==> config.mk <==
export PLATFORM = sky130hd
export DESIGN_NAME = mvna_norm
export DESIGN_NICKNAME = d
export VERILOG_FILES = /design/src/design/mesh_vertex_normal_accumulator_top_macros.svh /design/src/design/mvna_pkg.sv /design/src/design/mvna_norm.sv
export SDC_FILE = /design/constraint.sdc
export NUM_CORES = 2
export LEC_CHECK = 0
export BUFFER_PORTS_ARGS = -buffer_cell sky130_fd_sc_hd__buf_2
export CAP_MARGIN = 20
export CORE_MARGIN = 8
export CORE_UTILIZATION = 63
export CTS_CLUSTER_DIAMETER = 120
export DETAILED_ROUTE_END_ITERATION = 12
export GPL_TIMING_DRIVEN = 0
export PLACE_DENSITY = 0.8
export SETUP_SLACK_MARGIN = 0.2
export SYNTH_ARGS = -nofsm -noshare
export SYNTH_HDL_FRONTEND = slang
export SYNTH_SLANG_ARGS = --single-unit
export TNS_END_PERCENT = 5
==> constraint.sdc <==
create_clock -name clk -period 11.2 [get_ports clk]
set_clock_uncertainty 0.1 [all_clocks]
set_input_delay 0.56 -clock clk [delete_from_list [all_inputs] [get_ports clk]]
set_output_delay 0.56 -clock clk [all_outputs]
set_load 0.005 [all_outputs]
==> src/design/mesh_vertex_normal_accumulator_top_macros.svh <==
// Assertion helpers used by the top-level design file.
`ifndef MESH_VERTEX_NORMAL_ACCUMULATOR_TOP_MACROS_SVH
`define MESH_VERTEX_NORMAL_ACCUMULATOR_TOP_MACROS_SVH

// Same-cycle implication, checked out of reset.
`define MVNA_ASSERT_SAME(label, clk, rst, ante, cons, msg) \
  label: assert property (@(posedge clk) disable iff (rst) (ante) |-> (cons)) else $error(msg);

// Next-cycle implication, checked out of reset.
`define MVNA_ASSERT_NEXT(label, clk, rst, ante, cons, msg) \
  label: assert property (@(posedge clk) disable iff (rst) (ante) |=> (cons)) else $error(msg);

`endif

==> src/design/mvna_pkg.sv <==
package mvna_pkg;

  localparam int IDX_W   = 10;
  localparam int COORD_W = 16;
  localparam int NRM_W   = 16;
  localparam int EDGE_W  = 17;
  localparam int PROD_W  = 34;
  // signed width of a vector handed to the normalizer
  localparam int NORM_W  = 35;
  localparam int SQ_W    = 63;
  localparam int LEN_W   = 31;
  localparam int QUO_W   = 15;

  // paddr[2] selects the register word
  localparam logic REG_INVERT = 1'b0;

  typedef enum logic [1:0] {
    OP_WRITE = 2'd0,
    OP_TRI   = 2'd1,
    OP_READ  = 2'd2,
    OP_CLEAR = 2'd3
  } op_t;

  typedef enum logic [3:0] {
    ST_CLEAR,
    ST_IDLE,
    ST_TRI_A,
    ST_TRI_B,
    ST_TRI_C,
    ST_TRI_E,
    ST_CROSS,
    ST_CSUM,
    ST_NSTART,
    ST_NWAIT,
    ST_ACC_RD,
    ST_ACC_WR,
    ST_RD_MEM,
    ST_RD_LOAD,
    ST_OUT
  } top_state_t;

  typedef enum logic [2:0] {
    N_IDLE,
    N_SHIFT,
    N_SQ,
    N_SQRT,
    N_DIV,
    N_DONE
  } norm_state_t;

  typedef struct packed {
    logic              zero;
    logic signed [15:0] x;
    logic signed [15:0] y;
    logic signed [15:0] z;
  } norm_res_t;

endpackage

==> src/design/mvna_norm.sv <==
module mvna_norm (
  input  logic                                clk,
  input  logic                                rst,
  input  logic                                start,
  input  logic signed [mvna_pkg::NORM_W-1:0]  cx,
  input  logic signed [mvna_pkg::NORM_W-1:0]  cy,
  input  logic signed [mvna_pkg::NORM_W-1:0]  cz,
  output logic                                done,
  output mvna_pkg::norm_res_t                 res
);

  mvna_pkg::norm_state_t nstate, nstate_next;

  logic [mvna_pkg::NORM_W-1:0] mag [3];
  logic                        neg [3];
  logic [59:0]                 prod;
  logic [mvna_pkg::SQ_W-1:0]   sum;
  logic [mvna_pkg::SQ_W-1:0]   rt;
  logic [mvna_pkg::SQ_W-1:0]   bitv;
  logic [4:0]                  cnt;
  logic [1:0]                  k;
  logic [mvna_pkg::LEN_W-1:0]  rem;
  logic [mvna_pkg::QUO_W-1:0]  nlo;
  logic [mvna_pkg::QUO_W-1:0]  q;

  logic [mvna_pkg::NORM_W-1:0] m01, mx;
  logic [mvna_pkg::SQ_W-1:0]   trial;
  logic [44:0]                 num;
  logic [mvna_pkg::LEN_W:0]    r2;
  logic                        r2_ge;
  logic [mvna_pkg::QUO_W-1:0]  qn;
  logic [mvna_pkg::NRM_W-1:0]  qs;
  logic                        in_zero;

  // largest magnitude, zero test, and the square-root and divide step terms
  always_comb begin
    m01 = (mag[0] > mag[1]) ? mag[0] : mag[1];
    mx  = (m01 > mag[2]) ? m01 : mag[2];
    in_zero = (cx == '0) && (cy == '0) && (cz == '0);
    trial = rt + bitv;
    num = {mag[k][29:0], 15'b0} - {mag[k][29:0], 14'b0}
          + 45'(rt[mvna_pkg::LEN_W-1:1]);
    r2 = {rem, nlo[mvna_pkg::QUO_W-1]};
    r2_ge = r2 >= {1'b0, rt[mvna_pkg::LEN_W-1:0]};
    qn = {q[mvna_pkg::QUO_W-2:0], r2_ge};
    qs = neg[k] ? -{1'b0, qn} : {1'b0, qn};
  end

  always_ff @(posedge clk) begin
    if (rst) nstate <= mvna_pkg::N_IDLE;
    else     nstate <= nstate_next;
  end

  always_comb begin
    nstate_next = nstate;
    done = 1'b0;
    unique case (nstate)
      mvna_pkg::N_IDLE:  if (start) nstate_next = in_zero ? mvna_pkg::N_DONE : mvna_pkg::N_SHIFT;
      mvna_pkg::N_SHIFT: if (mx[mvna_pkg::NORM_W-1:30] == '0 && mx[29]) nstate_next = mvna_pkg::N_SQ;
      mvna_pkg::N_SQ:    if (cnt == 5'd3) nstate_next = mvna_pkg::N_SQRT;
      mvna_pkg::N_SQRT:  if (cnt == 5'd31) nstate_next = mvna_pkg::N_DIV;
      mvna_pkg::N_DIV:   if (cnt == 5'd15 && k == 2'd2) nstate_next = mvna_pkg::N_DONE;
      mvna_pkg::N_DONE: begin
        done = 1'b1;
        nstate_next = mvna_pkg::N_IDLE;
      end
      default: nstate_next = mvna_pkg::N_IDLE;
    endcase
  end

  // datapath: one shift, square, root step or divide step per cycle
  always_ff @(posedge clk) begin
    unique case (nstate)
      mvna_pkg::N_IDLE: begin
        if (start) begin
          neg[0] <= cx[mvna_pkg::NORM_W-1];
          neg[1] <= cy[mvna_pkg::NORM_W-1];
          neg[2] <= cz[mvna_pkg::NORM_W-1];
          mag[0] <= cx[mvna_pkg::NORM_W-1] ? -cx : cx;
          mag[1] <= cy[mvna_pkg::NORM_W-1] ? -cy : cy;
          mag[2] <= cz[mvna_pkg::NORM_W-1] ? -cz : cz;
          res.zero <= in_zero;
          res.x <= '0;
          res.y <= '0;
          res.z <= '0;
          cnt <= '0;
          sum <= '0;
        end
      end
      mvna_pkg::N_SHIFT: begin
        // shift all magnitudes together until the largest sits in [2^29, 2^30)
        if (mx[mvna_pkg::NORM_W-1:30] != '0) begin
          for (int i = 0; i < 3; i++) mag[i] <= mag[i] >> 1;
        end else if (!mx[29]) begin
          for (int i = 0; i < 3; i++) mag[i] <= mag[i] << 1;
        end
      end
      mvna_pkg::N_SQ: begin
        if (cnt < 5'd3) prod <= mag[cnt[1:0]][29:0] * mag[cnt[1:0]][29:0];
        if (cnt != 5'd0) sum <= sum + mvna_pkg::SQ_W'(prod);
        cnt <= (cnt == 5'd3) ? 5'd0 : cnt + 5'd1;
        rt <= '0;
        bitv <= {1'b1, {(mvna_pkg::SQ_W-1){1'b0}}};
      end
      mvna_pkg::N_SQRT: begin
        if (sum >= trial) begin
          sum <= sum - trial;
          rt <= (rt >> 1) + bitv;
        end else begin
          rt <= rt >> 1;
        end
        bitv <= bitv >> 2;
        cnt <= (cnt == 5'd31) ? 5'd0 : cnt + 5'd1;
        k <= '0;
      end
      mvna_pkg::N_DIV: begin
        if (cnt == 5'd0) begin
          rem <= mvna_pkg::LEN_W'(num[44:15]);
          nlo <= num[14:0];
          q <= '0;
          cnt <= 5'd1;
        end else begin
          rem <= r2_ge ? mvna_pkg::LEN_W'(r2 - {1'b0, rt[mvna_pkg::LEN_W-1:0]})
                       : r2[mvna_pkg::LEN_W-1:0];
          nlo <= nlo << 1;
          q <= qn;
          if (cnt == 5'd15) begin
            cnt <= '0;
            k <= k + 2'd1;
            unique case (k)
              2'd0:    res.x <= qs;
              2'd1:    res.y <= qs;
              default: res.z <= qs;
            endcase
          end else begin
            cnt <= cnt + 5'd1;
          end
        end
      end
      default: ;
    endcase
  end

endmodule

==> report_table.html <==
<table>
<tr><th>Metric</th><th>Value</th></tr>
<tr><th colspan="2">Status</th></tr>
<tr><td>Run status</td><td>finished with violations</td></tr>
<tr><td>Violations in the final reports</td><td>design-rule violations</td></tr>
<tr><th colspan="2">Logic synthesis</th></tr>
<tr><td>Most used flip-flop cell after synthesis</td><td>edfxtp_1</td></tr>
<tr><td>Number of standard cells after synthesis</td><td>7339</td></tr>
<tr><td>Most repeated cell in the gate-level netlist after synthesis</td><td>inv_1</td></tr>
<tr><td>Top cell type by total area after synthesis</td><td>fa_1</td></tr>
<tr><td>Cell types with the highest counts after synthesis</td><td>1031 x inv_1, 830 x nand2_1, 718 x fa_1</td></tr>
<tr><td>Post-synthesis area per instance</td><td>8.82 µm²</td></tr>
<tr><td>Yosys warnings</td><td>0</td></tr>
<tr><td>Seq cells post-synth</td><td>448</td></tr>
<tr><td>Netlist area before placement</td><td>0.0647 mm²</td></tr>
<tr><td>Post-synth net total</td><td>8771</td></tr>
<tr><td>Fraction of the yosys area taken by sequential cells</td><td>0.207</td></tr>
<tr><td>Cell types with the largest area share after synthesis</td><td>fa_1 22%, edfxtp_1 20%, ha_1 12%</td></tr>
<tr><td>Number of flops mapped to enable cells by yosys</td><td>441</td></tr>
<tr><td>Area share of the largest cell type after synthesis</td><td>0.222</td></tr>
<tr><td>Fraction of synthesis flops using an asynchronous set or reset pin</td><td>0</td></tr>
<tr><td>Number of library cell types mapped by synthesis</td><td>86</td></tr>
<tr><th colspan="2">Timing</th></tr>
<tr><td>Sum of negative setup slack</td><td>0 ns</td></tr>
<tr><td>Total count of max-transition violations in the final report</td><td>0</td></tr>
<tr><td>Number of hold violations in the final report</td><td>0</td></tr>
<tr><td>Count of final setup violators</td><td>0</td></tr>
<tr><td>Period Utilization, post-route</td><td>0.961</td></tr>
<tr><td>Final worst path period need</td><td>10.76 ns</td></tr>
<tr><td>Final worst-path setup slack</td><td>0.442 ns</td></tr>
<tr><td>Post-route worst hold slack</td><td>0.0683 ns</td></tr>
<tr><td>RSZ-0062 raised after global routing</td><td>yes</td></tr>
<tr><td>Slew @ Worst Pin</td><td>1.24 ns</td></tr>
<tr><td>Highest clock frequency the design can meet</td><td>about 93 MHz</td></tr>
<tr><td>Relative max-transition margin</td><td>0.173</td></tr>
<tr><th colspan="2">Placement</th></tr>
<tr><td>DP Wirelength</td><td>177000 µm</td></tr>
<tr><td>Routability congestion estimate from global placement</td><td>1.04</td></tr>
<tr><td>Worst slack after detailed placement</td><td>-1.13 ns</td></tr>
<tr><td>Instance count after placement with tap cells included</td><td>8885</td></tr>
<tr><td>Input/output buffers</td><td>157</td></tr>
<tr><th colspan="2">Global route</th></tr>
<tr><td>Wire length of the first global-routing pass</td><td>around 330000 µm</td></tr>
<tr><td>Residual overflow from global routing</td><td>0</td></tr>
<tr><td>Global routing usage summed across all routing layers</td><td>0.378</td></tr>
<tr><td>Number of global-route vias before repair</td><td>56600</td></tr>
<tr><td>Antenna violations before repair</td><td>13</td></tr>
<tr><td>Pin count of the biggest net entering global routing</td><td>69</td></tr>
<tr><th colspan="2">CTS</th></tr>
<tr><td>CTS tree</td><td>done</td></tr>
<tr><td>Number of buffers created by CTS</td><td>52</td></tr>
<tr><td>Buffer cell driving the clock tree root</td><td>clkbuf_16</td></tr>
<tr><td>Clock latency on the worst-skew pair</td><td>a little under 0.7 ns</td></tr>
<tr><td>H-tree level count</td><td>2</td></tr>
<tr><td>CTS Buffer Depth</td><td>3</td></tr>
<tr><td>Number of sinks on the clock net</td><td>around 450</td></tr>
<tr><td>Clock transition at path regs</td><td>roughly 0.070 ns</td></tr>
<tr><th colspan="2">Setup path</th></tr>
<tr><td>Highest fanout seen on the critical path</td><td>10</td></tr>
<tr><td>Type of element capturing the critical path</td><td>flop</td></tr>
<tr><td>Slowest cell delay on critical path</td><td>0.56 ns</td></tr>
<tr><td>Critical Path Slowest Stage Cell</td><td>fa_1</td></tr>
<tr><td>Reg-to-reg slack, setup</td><td>0.44 ns</td></tr>
<tr><td>Kind of cell adding the most delay to the critical path</td><td>adder cells</td></tr>
<tr><td>Critical path class</td><td>flop to flop</td></tr>
<tr><td>Critical path buffers and inverters</td><td>10</td></tr>
<tr><td>Dominant cell type by count on the critical path</td><td>fa_1</td></tr>
<tr><td>CP startpoint kind</td><td>flop</td></tr>
<tr><td>CP required</td><td>11.47 ns</td></tr>
<tr><td>Critical Path AT</td><td>11.03 ns</td></tr>
<tr><th colspan="2">Detailed routing</th></tr>
<tr><td>Total length of routed wires</td><td>between 200000 and 250000 µm</td></tr>
<tr><td>Post-DRT Antenna Nets</td><td>0</td></tr>
<tr><td>Violation count after the first detailed-route iteration</td><td>6307</td></tr>
<tr><td>Via density per instance</td><td>6.38</td></tr>
<tr><td>Post-route DRC</td><td>4</td></tr>
<tr><td>First-pass iteration count of the detailed router</td><td>10</td></tr>
<tr><td>Detailed-route via count</td><td>57400</td></tr>
<tr><td>Wire length per cell after detailed routing</td><td>roughly 24 µm</td></tr>
<tr><th colspan="2">Layout</th></tr>
<tr><td>Area Growth Syn to Fin</td><td>7.65%</td></tr>
<tr><td>Final cell count without fillers</td><td>8999</td></tr>
<tr><td>Share of cells above drive strength 1</td><td>0.0582</td></tr>
<tr><td>Number of nets in the layout</td><td>~9000</td></tr>
<tr><th colspan="2">Floorplan</th></tr>
<tr><td>Vertical die dimension</td><td>336 µm</td></tr>
<tr><td>Ports placed on the boundary</td><td>roughly 160</td></tr>
<tr><td>Total die area</td><td>0.113 mm²</td></tr>
<tr><td>Placeable core region</td><td>0.102 mm²</td></tr>
<tr><td>Effective utilization at floorplan</td><td>0.635</td></tr>
<tr><td>Floorplan row count</td><td>117</td></tr>
<tr><td>Die X-Extent</td><td>336 µm</td></tr>
<tr><th colspan="2">Min path</th></tr>
<tr><td>Worst Hold Class</td><td>primary input to flop</td></tr>
<tr><td>Worst hold path startpoint</td><td>rst</td></tr>
<tr><th colspan="2">Job</th></tr>
<tr><td>Total of max-cap violations</td><td>0</td></tr>
</table>
-- per-layer routing --
metal / GRT usage / share of wire / vias up
li1: - / - / 25400
met1: 0.493 / 0.38 / 27600
met2: 0.578 / 0.43 / 3573
met3: 0.106 / 0.12 / 750
met4: 0.194 / 0.064 / 8
met5: 0 / 0.00024 / -
-- worst paths after layout --
kind / endpoint / depth (start not counted)
setup / recovery: prod[56] / 33
hold / removal: nstate[1] / 2
setup reg to reg: prod[56] / 33
hold reg to reg: nlo[13] / 2
-- state kept, by name (all words and copies together) (netlist names), named ones only --
name,cells
sum,63
bitv,32
k,2
q,14
nlo,15
nstate,3
res,49
prod,59
neg,3
mag,105
cnt,5
rem,31
rt,63
-- per-stage QoR --
step | utilization | instance area, µm²
2_1_floorplan | - | 64700
3_3_place_gp | 0.660 | 67200
3_5_place_dp | 0.663 | 67600
4_1_cts | 0.682 | 69500
5_1_grt | 0.684 | 69700
6_report | 0.684 | 69700
-- timing repair --
action / in CTS / in global routing
endpoints found under the setup margin: 23 / 16
setup buffers: 0 / 6
gates resized for setup: 22 / 79
hold buffers: 3 / 0
hold endpoints to repair: 3 / 0
-- cells in the final DEF (no fill, tap or decap), drive strengths merged, types with 74 or more instances in the layout --
| master | synthesis | layout |
|---|---|---|
| nand4 | 74 | 74 |
| inv | 1031 | 1030 |
| xnor2 | 228 | 228 |
| fa | 718 | 718 |
| a211oi | 86 | 86 |
| nand3 | 103 | 103 |
| a31oi | 93 | 93 |
| and3 | 75 | 75 |
| a21o | 159 | 159 |
| mux2i | 85 | 85 |
| xor2 | 217 | 217 |
| edfxtp | 441 | 441 |
| a21oi | 423 | 423 |
| nor2 | 580 | 580 |
| clkbuf | 237 | 300 |
| nand2 | 830 | 830 |
| o21ai | 513 | 513 |
| buf | 59 | 241 |
| ha | 606 | 606 |
-- worst reg2reg max path: cells and delay by family (launching register included) --
family,cells,cell delay (ns)
DFF,1,0.31
muxes,1,0.17
xor gates and xnor gates,1,0.14
AOI/OAI and AO/OA,8,2.30
and+or+nand+nor,4,1.04
adders and majority gates,9,4.51
buffers and inverters,10,1.85
-- cell type report --
class / count / area, µm²
Multi-Input combinational cell: 5556 / 46400
Clock buffer: 60 / 1330
Sequential cell: 448 / 13400
Tap cell: 1368 / 1710
Clock inverter: 37 / 507
Inverter: 1039 / 3920
Antenna cell: 5 / 12.5
Timing Repair Buffer: 190 / 1190
Buffer: 296 / 1240
Fill cell: 8297 / 32200
-- kinds of logic (layout without fill, tap and decap cells) --
logic type      Yosys count  after routing  share of synthesized area
flops                   448            448                      0.207
mux                      97             97                     0.0152
simple gates           2002           2002                      0.138
compound gates         1688           1688                      0.162
other cells               0              5                          0
buf+inv                1335           1622                     0.0784
fa+ha+maj              1324           1324                      0.339
xor+xnor                445            445                     0.0602
Power is not shown: default switching activity piles up to over one toggle a cycle in this logic, so the estimate is an artifact.
